**src/design/tagged_value_response_parser_core_defines.svh**
```systemverilog
// Shared assertion macros for the response parser
`ifndef TAGGED_VALUE_RESPONSE_PARSER_CORE_DEFINES_SVH
`define TAGGED_VALUE_RESPONSE_PARSER_CORE_DEFINES_SVH

// Same-cycle implication, sampled on clk, off while arst_n is low
`define TVRP_ASSERT_IMP(lbl, ante, cons, msg) \
	lbl: assert property (@(posedge clk) disable iff (!arst_n) (ante) |-> (cons)) \
		else $error(msg);

// Next-cycle implication, sampled on clk, off while arst_n is low
`define TVRP_ASSERT_NXT(lbl, ante, cons, msg) \
	lbl: assert property (@(posedge clk) disable iff (!arst_n) (ante) |=> (cons)) \
		else $error(msg);

`endif

```
**src/design/tvrp_pkg.sv**
```systemverilog
package tvrp_pkg;

	// command codes
	localparam logic [1:0] CMD_ARM  = 2'd0;
	localparam logic [1:0] CMD_BYTE = 2'd1;
	localparam logic [1:0] CMD_TICK = 2'd2;

	// result status codes
	localparam logic [1:0] ST_OK      = 2'd0;
	localparam logic [1:0] ST_TIMEOUT = 2'd1;
	localparam logic [1:0] ST_SAT     = 2'd2;

	// characters of interest
	localparam logic [7:0] CH_NUL   = 8'd0;
	localparam logic [7:0] CH_TAB   = 8'd9;
	localparam logic [7:0] CH_NL    = 8'd10;
	localparam logic [7:0] CH_CR    = 8'd13;
	localparam logic [7:0] CH_SPACE = 8'd32;
	localparam logic [7:0] CH_PLUS  = 8'd43;
	localparam logic [7:0] CH_MINUS = 8'd45;
	localparam logic [7:0] CH_DOT   = 8'd46;
	localparam logic [7:0] CH_ZERO  = 8'd48;
	localparam logic [7:0] CH_NINE  = 8'd57;
	localparam logic [7:0] CH_COLON = 8'd58;

	localparam logic [4:0] FRAC_MAX = 5'd31;
	localparam logic [15:0] ELAPSED_MAX = 16'hFFFF;
	localparam logic [15:0] TIMEOUT_RESET = 16'd1000;

	typedef enum logic [1:0] {
		PH_WAIT,
		PH_PAYLOAD,
		PH_DONE
	} phase_t;

	typedef enum logic [2:0] {
		NP_WS,
		NP_SIGN,
		NP_INT,
		NP_FRAC,
		NP_FROZEN,
		NP_END
	} numph_t;

	// control flags of one transaction
	typedef struct packed {
		logic   armed;
		phase_t phase;
		logic   colon_seen;
		numph_t nph;
		logic   negative;
		logic   overflowed;
	} flags_t;

	// result control group (mantissa travels beside it)
	typedef struct packed {
		logic       valid;
		logic [1:0] status;
		logic [4:0] frac_digits;
	} res_ctl_t;

endpackage

```
**src/design/tvrp_step.sv**
```systemverilog
module tvrp_step #(
	parameter int BUFFER_CHARS  = 32,
	parameter int MANTISSA_BITS = 32
) (
	input  logic [1:0]                        cmd,
	input  logic [7:0]                        data,
	input  logic [15:0]                       timeout_ticks,
	input  tvrp_pkg::flags_t                  fl,
	input  logic [7:0]                        exp_char,
	input  logic [$clog2(BUFFER_CHARS)-1:0]   count,
	input  logic [MANTISSA_BITS-1:0]          accum,
	input  logic [4:0]                        frac,
	input  logic [15:0]                       elapsed,
	output tvrp_pkg::flags_t                  fl_n,
	output logic [7:0]                        exp_char_n,
	output logic [$clog2(BUFFER_CHARS)-1:0]   count_n,
	output logic [MANTISSA_BITS-1:0]          accum_n,
	output logic [4:0]                        frac_n,
	output logic [15:0]                       elapsed_n,
	output tvrp_pkg::res_ctl_t                res,
	output logic [MANTISSA_BITS-1:0]          res_mant
);
	import tvrp_pkg::*;

	localparam int CNT_W = $clog2(BUFFER_CHARS);
	localparam logic [CNT_W-1:0] COUNT_LAST = CNT_W'(BUFFER_CHARS - 1);
	localparam logic [MANTISSA_BITS-1:0] LIM = {1'b0, {(MANTISSA_BITS-1){1'b1}}};

	logic                     is_digit;
	logic                     is_ws;
	logic [3:0]               dval;
	logic [MANTISSA_BITS+3:0] acc_ext;
	logic [MANTISSA_BITS+3:0] acc10;
	logic                     over;
	logic [15:0]              el_inc;
	logic                     do_store;
	logic                     run_int;

	// character classes and the times-ten accumulate
	assign is_digit = (data >= CH_ZERO) && (data <= CH_NINE);
	assign is_ws    = (data == CH_SPACE) || ((data >= CH_TAB) && (data <= CH_CR));
	assign dval     = is_digit ? 4'(data - CH_ZERO) : 4'd0;
	assign acc_ext  = {4'b0, accum};
	assign acc10    = (acc_ext << 3) + (acc_ext << 1) + {{MANTISSA_BITS{1'b0}}, dval};
	assign over     = acc10 > {4'b0, LIM};
	assign el_inc   = (elapsed != ELAPSED_MAX) ? elapsed + 16'd1 : elapsed;

	// next state and result for one word
	always_comb begin
		fl_n       = fl;
		exp_char_n = exp_char;
		count_n    = count;
		accum_n    = accum;
		frac_n     = frac;
		elapsed_n  = elapsed;
		res        = '0;
		res_mant   = '0;
		do_store   = 1'b0;
		run_int    = 1'b0;

		case (cmd)
			CMD_ARM: begin
				fl_n       = '{armed: 1'b1, phase: PH_WAIT, colon_seen: 1'b0, nph: NP_WS,
					negative: 1'b0, overflowed: 1'b0};
				exp_char_n = data;
				count_n    = '0;
				accum_n    = '0;
				frac_n     = '0;
				elapsed_n  = '0;
			end
			CMD_TICK: begin
				if (fl.armed) begin
					elapsed_n = el_inc;
					if (el_inc >= timeout_ticks) begin
						fl_n.armed    = 1'b0;
						fl_n.negative = 1'b0;
						res.valid     = 1'b1;
						res.status    = ST_TIMEOUT;
					end
				end
			end
			CMD_BYTE: begin
				if (fl.armed) begin
					case (fl.phase)
						PH_WAIT: begin
							if (data == exp_char) begin
								do_store   = 1'b1;
								fl_n.phase = PH_PAYLOAD;
							end
						end
						PH_PAYLOAD: begin
							if ((data == CH_NL) || (count >= COUNT_LAST)) begin
								fl_n.phase = PH_DONE;
								if (fl.colon_seen) begin
									fl_n.armed      = 1'b0;
									res.valid       = 1'b1;
									res.status      = fl.overflowed ? ST_SAT : ST_OK;
									res.frac_digits = frac;
									res_mant        = fl.negative ? -accum : accum;
								end
							end else begin
								do_store = 1'b1;
							end
						end
						default: begin
						end
					endcase
				end
			end
			default: begin
			end
		endcase

		// store one payload byte: find the colon, then parse the number
		if (do_store) begin
			count_n = count + 1'b1;
			if (!fl.colon_seen) begin
				if (fl.nph != NP_END) begin
					if (data == CH_NUL) begin
						fl_n.nph = NP_END;
					end else if (data == CH_COLON) begin
						fl_n.colon_seen = 1'b1;
					end
				end
			end else if (data == CH_NUL) begin
				fl_n.nph = NP_END;
			end else begin
				case (fl.nph)
					NP_WS: begin
						if (is_ws) begin
						end else if ((data == CH_PLUS) || (data == CH_MINUS)) begin
							fl_n.negative = (data == CH_MINUS);
							fl_n.nph      = NP_SIGN;
						end else begin
							run_int = 1'b1;
						end
					end
					NP_SIGN, NP_INT: begin
						run_int = 1'b1;
					end
					NP_FRAC: begin
						if (is_digit) begin
							if (!fl.overflowed) begin
								if ((frac >= FRAC_MAX) || over) begin
									fl_n.nph = NP_FROZEN;
								end else begin
									accum_n = acc10[MANTISSA_BITS-1:0];
									frac_n  = frac + 5'd1;
								end
							end
						end else begin
							fl_n.nph = NP_END;
						end
					end
					NP_FROZEN: begin
						if (!is_digit) begin
							fl_n.nph = NP_END;
						end
					end
					default: begin
					end
				endcase

				// integer digits saturate at the limit
				if (run_int) begin
					if (is_digit) begin
						fl_n.nph = NP_INT;
						if (!fl.overflowed) begin
							if (over) begin
								accum_n         = LIM;
								fl_n.overflowed = 1'b1;
							end else begin
								accum_n = acc10[MANTISSA_BITS-1:0];
							end
						end
					end else if (data == CH_DOT) begin
						fl_n.nph = NP_FRAC;
					end else begin
						fl_n.nph = NP_END;
					end
				end
			end
		end
	end

endmodule

```
**src/design/tvrp_out.sv**
```systemverilog
module tvrp_out #(
	parameter int MANTISSA_BITS = 32
) (
	input  logic                               clk,
	input  logic                               arst_n,
	input  logic                               load,
	input  tvrp_pkg::res_ctl_t                 res,
	input  logic [MANTISSA_BITS-1:0]           res_mant,
	input  logic                               out_ready,
	output logic                               out_valid,
	output logic [1:0]                         status,
	output logic signed [MANTISSA_BITS-1:0]    mantissa,
	output logic [4:0]                         frac_digits
);
	import tvrp_pkg::*;

	logic                     valid_q;
	logic [1:0]               status_q;
	logic [MANTISSA_BITS-1:0] mant_q;
	logic [4:0]               frac_q;

	// hold the result word until the receiver takes it
	always_ff @(posedge clk or negedge arst_n) begin
		if (!arst_n) begin
			valid_q <= 1'b0;
		end else if (load) begin
			valid_q <= 1'b1;
		end else if (out_ready) begin
			valid_q <= 1'b0;
		end
	end

	// load the payload
	always_ff @(posedge clk) begin
		if (load) begin
			status_q <= res.status;
			mant_q   <= res_mant;
			frac_q   <= res.frac_digits;
		end
	end

	assign out_valid   = valid_q;
	assign status      = status_q;
	assign mantissa    = signed'(mant_q);
	assign frac_digits = frac_q;

endmodule

```
**src/design/tagged_value_response_parser_core.sv**
```systemverilog
// Tagged value response parser.
// Input channel (in_valid/in_ready): one word per cmd/data pair; an arm word
// names the expected type character, byte words carry received characters,
// tick words advance the timeout counter.
// Config channel (cfg_valid/cfg_ready): writes timeout_ticks; always ready.
// It is to be written only while the parser is idle; the user must keep to this, the block does not enforce it.
// Output channel (out_valid/out_ready): status, mantissa, frac_digits; a word
// appears for a payload newline (or full payload) after a colon, or a timeout.
// Path: an accepted word goes into the input register, and its result word
// into the result register, where it is valid, once the receiver is not stalling.
// Throughput: one input word per cycle unless the receiver stalls; the
// per-word update is a single times-ten accumulate and compare between the
// input and result registers.
// When the receiver stalls, the result register holds its word and the input
// register still takes one more word; further words wait for out_ready.
// Reset: parser disarmed, timeout_ticks back to 1000, no result pending.
`include "tagged_value_response_parser_core_defines.svh"

module tagged_value_response_parser_core #(
	parameter int BUFFER_CHARS  = 32,
	parameter int MANTISSA_BITS = 32
) (
	input  logic                             clk,
	input  logic                             arst_n,
	input  logic                             in_valid,
	output logic                             in_ready,
	input  logic [1:0]                       cmd,
	input  logic [7:0]                       data,
	input  logic                             cfg_valid,
	output logic                             cfg_ready,
	input  logic [15:0]                      timeout_ticks,
	output logic                             out_valid,
	input  logic                             out_ready,
	output logic [1:0]                       status,
	output logic signed [MANTISSA_BITS-1:0]  mantissa,
	output logic [4:0]                       frac_digits
);
	import tvrp_pkg::*;

	localparam int CNT_W = $clog2(BUFFER_CHARS);
	localparam logic [CNT_W-1:0] COUNT_LAST = CNT_W'(BUFFER_CHARS - 1);
	localparam logic [MANTISSA_BITS-1:0] LIM = {1'b0, {(MANTISSA_BITS-1){1'b1}}};

	logic                     v_s1;
	logic [1:0]               cmd_s1;
	logic [7:0]               data_s1;
	logic [15:0]              timeout_q;
	flags_t                   flags_q, flags_n;
	logic [7:0]               exp_q, exp_n;
	logic [CNT_W-1:0]         count_q, count_n;
	logic [MANTISSA_BITS-1:0] accum_q, accum_n;
	logic [4:0]               frac_q, frac_n;
	logic [15:0]              elapsed_q, elapsed_n;
	res_ctl_t                 res;
	logic [MANTISSA_BITS-1:0] res_mant;
	logic                     adv;
	logic                     step;
	logic                     load;

	assign adv       = !out_valid || out_ready;
	assign in_ready  = !v_s1 || adv;
	assign step      = v_s1 && adv;
	assign load      = step && res.valid;
	assign cfg_ready = 1'b1;

	// capture the timeout register
	always_ff @(posedge clk or negedge arst_n) begin
		if (!arst_n) begin
			timeout_q <= TIMEOUT_RESET;
		end else if (cfg_valid) begin
			timeout_q <= timeout_ticks;
		end
	end

	// input register
	always_ff @(posedge clk or negedge arst_n) begin
		if (!arst_n) begin
			v_s1 <= 1'b0;
		end else if (in_ready) begin
			v_s1 <= in_valid;
		end
	end

	always_ff @(posedge clk) begin
		if (in_ready && in_valid) begin
			cmd_s1  <= cmd;
			data_s1 <= data;
		end
	end

	// parser state, advanced once per word
	always_ff @(posedge clk or negedge arst_n) begin
		if (!arst_n) begin
			flags_q   <= '{armed: 1'b0, phase: PH_WAIT, colon_seen: 1'b0, nph: NP_WS,
				negative: 1'b0, overflowed: 1'b0};
			exp_q     <= '0;
			count_q   <= '0;
			accum_q   <= '0;
			frac_q    <= '0;
			elapsed_q <= '0;
		end else if (step) begin
			flags_q   <= flags_n;
			exp_q     <= exp_n;
			count_q   <= count_n;
			accum_q   <= accum_n;
			frac_q    <= frac_n;
			elapsed_q <= elapsed_n;
		end
	end

	tvrp_step #(
		.BUFFER_CHARS  (BUFFER_CHARS),
		.MANTISSA_BITS (MANTISSA_BITS)
	) u_step (
		.cmd           (cmd_s1),
		.data          (data_s1),
		.timeout_ticks (timeout_q),
		.fl            (flags_q),
		.exp_char      (exp_q),
		.count         (count_q),
		.accum         (accum_q),
		.frac          (frac_q),
		.elapsed       (elapsed_q),
		.fl_n          (flags_n),
		.exp_char_n    (exp_n),
		.count_n       (count_n),
		.accum_n       (accum_n),
		.frac_n        (frac_n),
		.elapsed_n     (elapsed_n),
		.res           (res),
		.res_mant      (res_mant)
	);

	tvrp_out #(
		.MANTISSA_BITS (MANTISSA_BITS)
	) u_out (
		.clk         (clk),
		.arst_n      (arst_n),
		.load        (load),
		.res         (res),
		.res_mant    (res_mant),
		.out_ready   (out_ready),
		.out_valid   (out_valid),
		.status      (status),
		.mantissa    (mantissa),
		.frac_digits (frac_digits)
	);

	// checks on the parser state and the result word
	`TVRP_ASSERT_IMP(a_count_bound, 1'b1, count_q <= COUNT_LAST, "stored count past buffer")
	`TVRP_ASSERT_IMP(a_accum_bound, 1'b1, accum_q <= LIM, "accumulator above limit")
	`TVRP_ASSERT_NXT(a_disarm, load, !flags_q.armed, "parser still armed after result")
	`TVRP_ASSERT_IMP(a_timeout_zero, out_valid && (status == ST_TIMEOUT),
		(mantissa == '0) && (frac_digits == '0), "timeout result not zero")

endmodule

```
**config.mk**
```make
export PLATFORM = sky130hd
export DESIGN_NAME = tagged_value_response_parser_core
export DESIGN_NICKNAME = d
export VERILOG_FILES = /design/src/design/tvrp_pkg.sv /design/src/design/tvrp_step.sv /design/src/design/tvrp_out.sv /design/src/design/tagged_value_response_parser_core.sv
export VERILOG_INCLUDE_DIRS = /design/src /design/src/design
export SDC_FILE = /design/constraint.sdc
export NUM_CORES = 1
export LEC_CHECK = 0
export ABC_AREA = 1
export ABC_CLOCK_PERIOD_IN_PS = 7500
export BUFFER_PORTS_ARGS = -buffer_cell sky130_fd_sc_hd__buf_4
export CAP_MARGIN = 20
export CORE_ASPECT_RATIO = 0.9
export CORE_MARGIN = 3
export CORE_UTILIZATION = 50
export DETAILED_ROUTE_END_ITERATION = 10
export PLACE_DENSITY = 0.68
export RECOVER_POWER = 50
export SLEW_MARGIN = 20
export SYNTH_ARGS = -nofsm -noshare
export SYNTH_HDL_FRONTEND = slang
export SYNTH_SLANG_ARGS = --single-unit
```
**constraint.sdc**
```tcl
create_clock -name clk -period 7.5 [get_ports clk]
set_input_delay 0.375 -clock clk [delete_from_list [all_inputs] [get_ports clk]]
set_output_delay 0.375 -clock clk [all_outputs]
set_load 0.1 [all_outputs]
```
* Word level (Yosys, flattened, before mapping)
Index checks and enable logic that the tools add are counted.
Cells by class: $lt $le $gt $ge 8, add/subtract/negate cells 7, bitwise gates (word level) 0, mux-type cells 88, div/mod/pow operators 0, reductions and logical operators 29, equal/unequal tests 21, shift-type cells 0, multiply operators 0
Operators with widths (number):
- 32-bit 2-to-1 mux | 13
- 5-bit 2-to-1 mux | 10
- 3-bit 2-to-1 mux | 14
- 8-bit by 6-bit equality test with 1-bit output, second input constant | 5
- 35-bit by 33-bit adder with 36-bit output | 1
- 36-bit by 4-bit adder with 36-bit output | 1
- 36-bit by 31-bit > comparator with 1-bit output, second input constant | 1
- 16-bit 2-to-1 mux | 2
- 8-bit 2-to-1 mux | 4
- 32-bit negator | 1
- 16-bit case mux with 2 select lines | 1
- 1-bit 2-to-1 mux | 26
- 4-bit 2-to-1 mux | 5
- 16-bit by 1-bit adder with 16-bit output, second input constant | 1
- 16-bit >= comparator | 1
- 16-bit != test, second input constant | 1
- 5-bit by 1-bit adder with 5-bit output, second input constant | 2
- 5-bit >= comparator, second input constant | 2
- 3-bit case mux with 3 select lines | 1
- 8-bit by 4-bit equality test with 1-bit output, second input constant | 1
- 8-bit equality test | 1
- 8-bit by 4-bit >= comparator with 1-bit output, second input constant | 1
- 8-bit by 6-bit >= comparator with 1-bit output, second input constant | 1
- 8-bit by 4-bit <= comparator with 1-bit output, second input constant | 1
- other kinds (29) | 56
Storage, ports and cells: bits of input ports 31, logic and storage cells 172, memories kept 0, output and inout port bits 42, bits in writable memories 0, bits in latches 0, flip-flop bits (word level) 142, ROM bits 0

* Longest topological paths before layout
Gate-level depths: netlist (run 1).
depth in word-level cells 16, gate-level depth with buffers 32, gate-level depth less buffers 31

* By module
From an unflattened synthesis (run 1), not the netlist that was laid out.
Unflattened totals: cell total of the unflattened synthesis 1892, area total of the unflattened synthesis 12587.1 um^2
Modules (own cells, without submodules):
- tvrp_step | sequential area each 0.0 um^2, cells an instance 1434, area an instance 7398.3 um^2, times used 1
- tagged_value_response_parser_core | sequential area each 2610.0 um^2, cells an instance 414, area an instance 3977.6 um^2, times used 1
- tvrp_out | sequential area each 1196.1 um^2, cells an instance 44, area an instance 1211.2 um^2, times used 1

* Worst setup path after synthesis (run 1)
OpenSTA, ideal clock, no wires.
path type register to register, start register elapsed_q[0], end register u_out.frac_q[0], in the netlist u_out.frac_digits[0], enable pin, stages on the path, launching flop included 23, library setup time 0.435 ns, data arrival time 4.411 ns, setup slack 2.654 ns, data required time 7.065 ns, clock period less this slack 4.846 ns, path buffers 0, cell sequence dfrtp_1 ha_1 inv_1 nor4_1 inv_1 nor4_1 nand3_1 nand2_1 xor2_1 inv_1 ha_1 nand2_1 o21ai_0 nand2_1 nand2_1 nand2_1 nand2_1 nand2_1 nand2_1 a21oi_1 o211ai_1 a21oi_1 nor2_1
Between the ends: cells in the longest elaborated chain, start to end 7, elaborated cells between the ends (all ways) 8, those cells by class 1 x add/sub; 1 x order compare; 1 x eq/ne; 4 x mux; 1 x reduce/logical
RTL lines:
- from (decl) | line tagged_value_response_parser_core.sv:53 | logic [15:0] elapsed_q, elapsed_n;
- from (signal assigned) | line tagged_value_response_parser_core.sv:107 | elapsed_q <= elapsed_n;
- 16-bit by 1-bit adder with 16-bit output or 16-bit != test (tied branches) | line tvrp_step.sv:46 | assign el_inc = (elapsed != ELAPSED_MAX) ? elapsed + 16'd1 : elapsed;
- 16-bit 2-to-1 mux * | line tvrp_step.sv:46
- 16-bit >= comparator * | line tvrp_step.sv:74 | if (el_inc >= timeout_ticks) begin
- 3-bit 2-to-1 mux * | line tvrp_step.sv:74
- 3-bit 2-to-1 mux * | line tvrp_step.sv:72 | if (fl.armed) begin
- 3-bit case mux with 2 select lines * | line tvrp_step.sv:61 | case (cmd)
- 1-bit logical AND * | line tagged_value_response_parser_core.sv:63 | assign load = step && res.valid;
- via load | line tagged_value_response_parser_core.sv:58 | logic load;
- to (signal assigned) | line tvrp_out.sv:38 | frac_q <= res.frac_digits;
- to (decl) | line tvrp_out.sv:20 | logic [4:0] frac_q;
The timed path passes the listed nets; every way through them passes the cells marked *. A chain may end at the register's enable or synchronous reset.

==> results of run 1 <==
## metrics by stage
stage | hold slack (ns) | power (mW) | area [µm²] | instances
2_1_floorplan | 0.0794 | 1.74 | 11600 | 1693
3_3_place_gp | 0.423 | 1.99 | 12400 | 2025
3_5_place_dp | 0.427 | 2.01 | 12400 | 2025
4_1_cts | 0.109 | 2.88 | 13000 | 2058
5_1_grt | 0.130 | 3.08 | 12900 | 2059
6_report | 0.144 | 2.89 | 12900 | 2059
## critical path, stage by stage
cell	delay (ns)
dlygate4sd3_1	0.52
clkbuf_1	1.84
clkbuf_1	2.17
## cells in the mapped netlist, types with 5 or more instances
library cell  instances
buf_2                 5
nor3_2                7
nor2_1              161
inv_2                23
nor3_1               20
nor2_2                5
inv_1               206
o211ai_1              7
nand2_1             518
o21ai_0              95
o22ai_1               8
xor2_1               33
dfstp_2               6
nand2_2              19
o21a_1                5
ha_1                 89
nand4_1              15
xnor2_1              21
edfxtp_1             49
clkbuf_1             30
o21ai_1              27
nor4_1                7
a21oi_1             108
a31oi_1              13
nand3_1              69
dfrtp_1              87
## power by group
| part | internal [mW] | total, mW | switching (mW) |
|---|---|---|---|
| Sequential | 0.870 | 0.975 | 0.106 |
| Clock | 0.518 | 0.868 | 0.350 |
| Combinational | 0.349 | 1.04 | 0.694 |
## layer usage
layer	vias to the layer above	wire length, µm	global-route usage, %
met4	0	900	9.24
met2	412	14100	41.1
met3	72	2110	3.11
li1	5616	-	-
met1	5156	15400	37.0
met5	-	0	0
## kinds of logic (layout without fill, tap and decap cells)
group | after synthesis | after routing | synth area share (%)
AO/OA/AOI/OAI | 286 | 286 | 13.5
XOR/XNOR | 54 | 54 | 4.06
adder cells (fa/ha/maj) | 91 | 91 | 9.90
buffers and inverters | 276 | 345 | 9.26
flip-flops | 142 | 142 | 32.7
multiplexers | 1 | 1 | 0.0967
other | 1 | 1 | 0.0322
AND/OR/NAND/NOR | 842 | 842 | 30.5
## layout make-up
cell class / instances / share of cell area, %
Clock inverter: 10 / 0.747
Inverter: 232 / 6.78
Tap cell: 297 / 2.88
Multi-Input combinational cell: 1275 / 52.6
Clock buffer: 22 / 3.93
Timing Repair Buffer: 81 / 3.58
Sequential cell: 142 / 29.5
## state kept, by name, indices dropped and copies added (netlist names)
name               cells
cmd_s1                 2
u_out.frac_digits      5
u_out.status           2
count_q                5
u_out.mantissa        32
elapsed_q             16
flags_q                9
exp_q                  8
v_s1                   1
accum_q               32
frac_q                 5
u_out.out_valid        1
data_s1                8
timeout_q             16
## what timing repair did
item / CTS / global route
endpoints found under the hold margin: 38 / 0
setup buffers: 0 / 0
hold buffers: 1 / 0
endpoints found under the setup margin: 0 / 0
## path summary, 6_finish.rpt
path                             from          end  slack (ns)  cells after the start
max                            arst_n  accum_q[11]        2.43                      3
min                           data[6]   data_s1[6]        0.14                      1
max reg2reg                data_s1[7]  accum_q[28]        2.82                     28
min reg2reg                  exp_q[7]     exp_q[7]        0.50                      2
max in group clk           data_s1[7]  accum_q[28]        2.82                     28
min in group asynchronous      arst_n  accum_q[29]        1.30                      2
==> flow_summary_export.csv, run 1 <==
group,metric,value,unit
worst_setup_path,end_kind,"asynchronous set/reset pin",
clocking,cts_tree,"built",
worst_setup_path,startpoint_type,"primary input",
logic_synthesis,synth.largest_area_cell,"dfrtp_1",
placed_design,io_buffers,71,
finish,nFillCells,2240,
global_route,grt_first_pass_wirelength,53.1,mm
floorplanning,fp.dieW,167,µm
floorplanning,ios,73,
logic_synthesis,ys.flop_type,"dfrtp_1",
floorplanning,fp-row-count,52,
routing,drt_wl_total,32.5,mm
timing,min_period,5.07,ns
clocking,clockBufferDepth,2,
finish,final_cell_mix,"nand2_1 (517), inv_1 (206), nor2_1 (160)",
timing,worstMarginPinSlew,2.92,ns
finish,seqCellArea,0.00381,mm²
logic_synthesis,ys_ff_latch,142,
clocking,ctsResizeCount,0,
finish,final_common_cell,"nand2_1",
logic_synthesis,synth-edff-count,49,
timing,finalMaxSlewViolations,96,
floorplanning,die_area,0.0252,mm²
timing,setup_tns,0,ns
timing,final-setup-viol-count,0,
clocking,clkTransAtPathRegs,0.06,ns
timing,slew_headroom,-94.6,%
logic_synthesis,ys_types,56,
logic_synthesis,synth_top_area_share,18.7,%
logic_synthesis,syn_area,0.0116,mm²
logic_synthesis,synth.yosys.seq_area_share,32.7,%
worst_setup_path,critPathMaxFanout,49,
worst_hold_path,hold_path.class,"primary input to register",
routing,ant_nets,0,
logic_synthesis,synthArstFlopShare,65.5,%
worst_setup_path,crit_required,7.38,ns
status,outcome,"complete, but fails checks",
logic_synthesis,synth_cells,1693,
logic_synthesis,synth_area_leaders,"dfrtp_1 (19%), nand2_1 (17%), edfxtp_1 (13%)",
timing,rsz0062_at_grt,"false",
timing,hold_viol_final,0,
clocking,clockRootBuffer,"clkbuf_16",
global_route,grt_pass1_vias,10600,
global_route,grt_overflow,0,
logic_synthesis,syn_nets,1815,
routing,vias,11300,
finish,drive_above_1_share,8.40,%
finish,multiInputGateArea,0.00677,mm²
power_and_ir_drop,ir_drop,0.137,mV
worst_setup_path,worstSetupPathType,"primary input to asynchronous set/reset pin",
global_route,grt_max_degree,65,
finish,fin_nets,1871,
floorplanning,fp.dieH,151,µm
finish,areaGrowthSynthToFinish,10.7,%
clocking,insertion_delay,0.43,ns
routing,detail_route.vias_per_cell,5.47,
timing,period_share,67.7,%
global_route,grt_usage,25.9,%
status,violations,"capacitance limit, slew limit",
finish,postLayoutCoreUtil,56.8,%
power_and_ir_drop,p_leak,6.40,nW
worst_setup_path,critPathArrivalTime,4.96,ns
clocking,cts_made_buffers,17,
logic_synthesis,yosys_warnings,0,
timing,fmax,0.197,GHz
placed_design,gp_congestion,0.966,
floorplanning,coreArea,0.0227,mm²
finish,diodes,0,
timing,fin_skew,0.0143,ns
logic_synthesis,avgSynthCellArea,6.88,µm²
power_and_ir_drop,pwr_density_cell,224,mW/mm²
routing,drtIter0Drc,1064,
clocking,clkSinkCount,142,
placed_design,dp_hpwl,23.4,mm
routing,routedWlPerCell,15.8,µm
clocking,htreeDepth,4,
routing,drc,0,
placed_design,preCtsSetupSlack,2.99,ns
routing,first_pass_iters,6,
run,maxCapViolCount,2,
floorplanning,initial_utilization,51.3,%
timing,layout_setup_ws,2.43,ns
global_route,grt_antenna_before_repair,0,
No activity file was read; power rests on OpenSTA's default activity.
==> run 2: changes to the inputs <==
--- a/config.mk
+++ b/config.mk
@@ -7,14 +7,14 @@
 export NUM_CORES = 1
 export LEC_CHECK = 0
 export ABC_AREA = 1
-export ABC_CLOCK_PERIOD_IN_PS = 7500
+export ABC_CLOCK_PERIOD_IN_PS = 4400
 export BUFFER_PORTS_ARGS = -buffer_cell sky130_fd_sc_hd__buf_4
 export CAP_MARGIN = 20
 export CORE_ASPECT_RATIO = 0.9
 export CORE_MARGIN = 3
 export CORE_UTILIZATION = 50
 export DETAILED_ROUTE_END_ITERATION = 10
-export PLACE_DENSITY = 0.68
+export PLACE_DENSITY = 0.7
 export RECOVER_POWER = 50
 export SLEW_MARGIN = 20
 export SYNTH_ARGS = -nofsm -noshare
==> constraint.sdc (replaced) <==
create_clock -name clk -period 4.4 [get_ports clk]
set_input_delay 0.22 -clock clk [delete_from_list [all_inputs] [get_ports clk]]
set_output_delay 0.22 -clock clk [all_outputs]
set_load 0.1 [all_outputs]
==> run 2 against run 1 <==
Highest routed layer unchanged. Die area unchanged. First-iteration DRC count shrank 12%. The run still ends with capacitance limit, slew limit left. Largest power group unchanged. Critical path depth up 25. Count of clock-buffer cells in the layout up 3. Flip-flop and latch count stayed put. Sequential share of layout area down 0.94 points. Non-clock buffer count rose by 40. Register-to-register slack lost 2.6 ns. Cell area grew 3.3%.
==> flow_summary_export.csv, run 2 (synthesized netlist as in run 1, its figures left out) <==
group,metric,value,unit
finish,final_cell_mix,"nand2_1 (510), inv_1 (205), nor2_1 (158)",
clocking,clkSinkCount,142,
routing,vias,11400,
power_and_ir_drop,power,4.91,mW
clocking,cts_made_buffers,17,
routing,first_pass_iters,6,
global_route,grt_overflow,0,
clocking,clockRootBuffer,"clkbuf_16",
timing,layout_setup_ws,0.261,ns
finish,drive_above_1_share,10.4,%
placed_design,io_buffers,71,
timing,final-setup-viol-count,0,
worst_setup_path,critPathArrivalTime,4.45,ns
clocking,clkTransAtPathRegs,0.06,ns
clocking,insertion_delay,0.44,ns
floorplanning,ios,73,
status,outcome,"complete, but fails checks",
floorplanning,fp.dieW,167,µm
floorplanning,fp-row-count,52,
worst_setup_path,crit_required,4.71,ns
finish,final_common_cell,"nand2_1",
timing,fin_skew,0.00924,ns
worst_setup_path,cpMostUsedCell,"nand2_1",
worst_hold_path,hold_path.class,"primary input to register",
routing,ant_nets,0,
power_and_ir_drop,p_leak,6.58,nW
clocking,htreeDepth,4,
finish,areaGrowthSynthToFinish,14.3,%
timing,min_period,4.14,ns
timing,hold_viol_final,0,
placed_design,dp_cells,2038,
global_route,grt_antenna_before_repair,0,
worst_setup_path,end_kind,"register",
floorplanning,fp.dieH,151,µm
floorplanning,die_area,0.0252,mm²
status,violations,"capacitance limit, slew limit",
routing,drc,0,
timing,period_share,94.1,%
run,maxCapViolCount,2,
worst_setup_path,critPathMaxFanout,12,
finish,diodes,0,
timing,worstMarginPinSlew,1.77,ns
clocking,clockBufferDepth,2,
worst_setup_path,max_stage_delay,0.49,ns
global_route,grt_use_met3,4.18,%
power_and_ir_drop,pwr_density_cell,369,mW/mm²
floorplanning,coreArea,0.0227,mm²
global_route,use_met2,40.6,%
power_and_ir_drop,ir_drop,0.230,mV
timing,slew_headroom,-18.1,%
timing,finalMaxSlewViolations,96,
placed_design,gp_congestion,0.949,
global_route,grt_max_degree,64,
worst_setup_path,slowest_stage,"fa_1",
global_route,use_met1,36.5,%
finish,final_cell_count_no_fill,2099,
routing,drt_wl_total,33.1,mm
global_route,grt_pass1_vias,10400,
global_route,grt_busiest_layer,"met2",
floorplanning,initial_utilization,51.3,%
routing,detail_route.vias_per_cell,5.42,
timing,fmax,0.242,GHz
clocking,cts_tree,"built",
worst_setup_path,worstSetupPathType,"register to register",
placed_design,dp_hpwl,23.6,mm
placed_design,preCtsSetupSlack,0.133,ns
global_route,grt_usage,25.8,%
routing,routedWlPerCell,15.8,µm
global_route,grt_first_pass_wirelength,52.7,mm
finish,fin_nets,1911,
routing,drtIter0Drc,932,
worst_setup_path,startpoint_type,"register",
==> run 2: cell types whose count changed in the layout (fill, tap and decap cells not counted), sizes merged <==
cell	previous run	this run
clkinvlp	0	2
clkinv	6	7
buf	27	47
inv	235	230
bufinv	1	0
dlygate4sd3	1	17
clkbuf	75	82
==> run 2: per-layer routing <==
layer | share of wire, % | vias to the layer above
met5 | 0 | -
met1 | 46 | 5213
met2 | 44 | 419
met4 | 2.3 | 0
li1 | - | 5688
met3 | 7.2 | 63
==> run 2: timing repair <==
action                                  CTS  global route
endpoints found under the setup margin    0            78
resized for setup                         0            27
hold buffers                             17             0
endpoints found under the hold margin    72             0
buffers inserted                          0            11
==> run 2: cell type report <==
class	count	area, µm²
multi-input cells	1275	6870
clock buffers	25	518
inverters	232	880
fillers	2106	9390
clock inverters	7	51.3
well taps	297	372
flip-flops and latches	142	3810
repair buffers	121	821
==> run 2: worst max-delay path: cells and delay by family (launching register included) <==
kind | cells | cell delay (ns)
AOI/OAI and AO/OA | 3 | 0.30
adders and majority gates | 2 | 0.78
buffers and inverters | 4 | 0.44
DFF | 1 | 0.41
and+or+nand+nor | 19 | 2.08
==> run 2: path summary, 6_finish.rpt <==
path	from	end	slack, ns	cells past startpoint
min in group asynchronous	arst_n	timeout_q[10]	0.78	2
max in group asynchronous	arst_n	accum_q[3]	1.19	3
hold / removal	timeout_ticks[15]	timeout_q[15]	0.002	3
hold reg to reg	timeout_q[8]	timeout_q[8]	0.50	2
setup / recovery	data_s1[6]	frac_q[3]	0.26	28
setup reg to reg	data_s1[6]	frac_q[3]	0.26	28
==> run 2: through the flow <==
step	TNS, ns	instance area [µm²]	utilization, %	hold slack (ns)
2_1_floorplan	0	11700	-	-0.0756
6_report	0	13300	58.6	0.00220
3_5_place_dp	0	12500	55.2	0.394
3_3_place_gp	0	12500	55.1	0.399
5_1_grt	-0.0441	13300	58.6	0.00645
4_1_cts	0	13300	58.4	0.000782
==> run 2: report_power, final <==
group	switching, mW	leakage (nW)	internal, mW
registers	0.180	1.73	1.48
logic	1.22	4.58	0.634
clock network	0.580	0.274	0.820
total	1.98	6.58	2.94
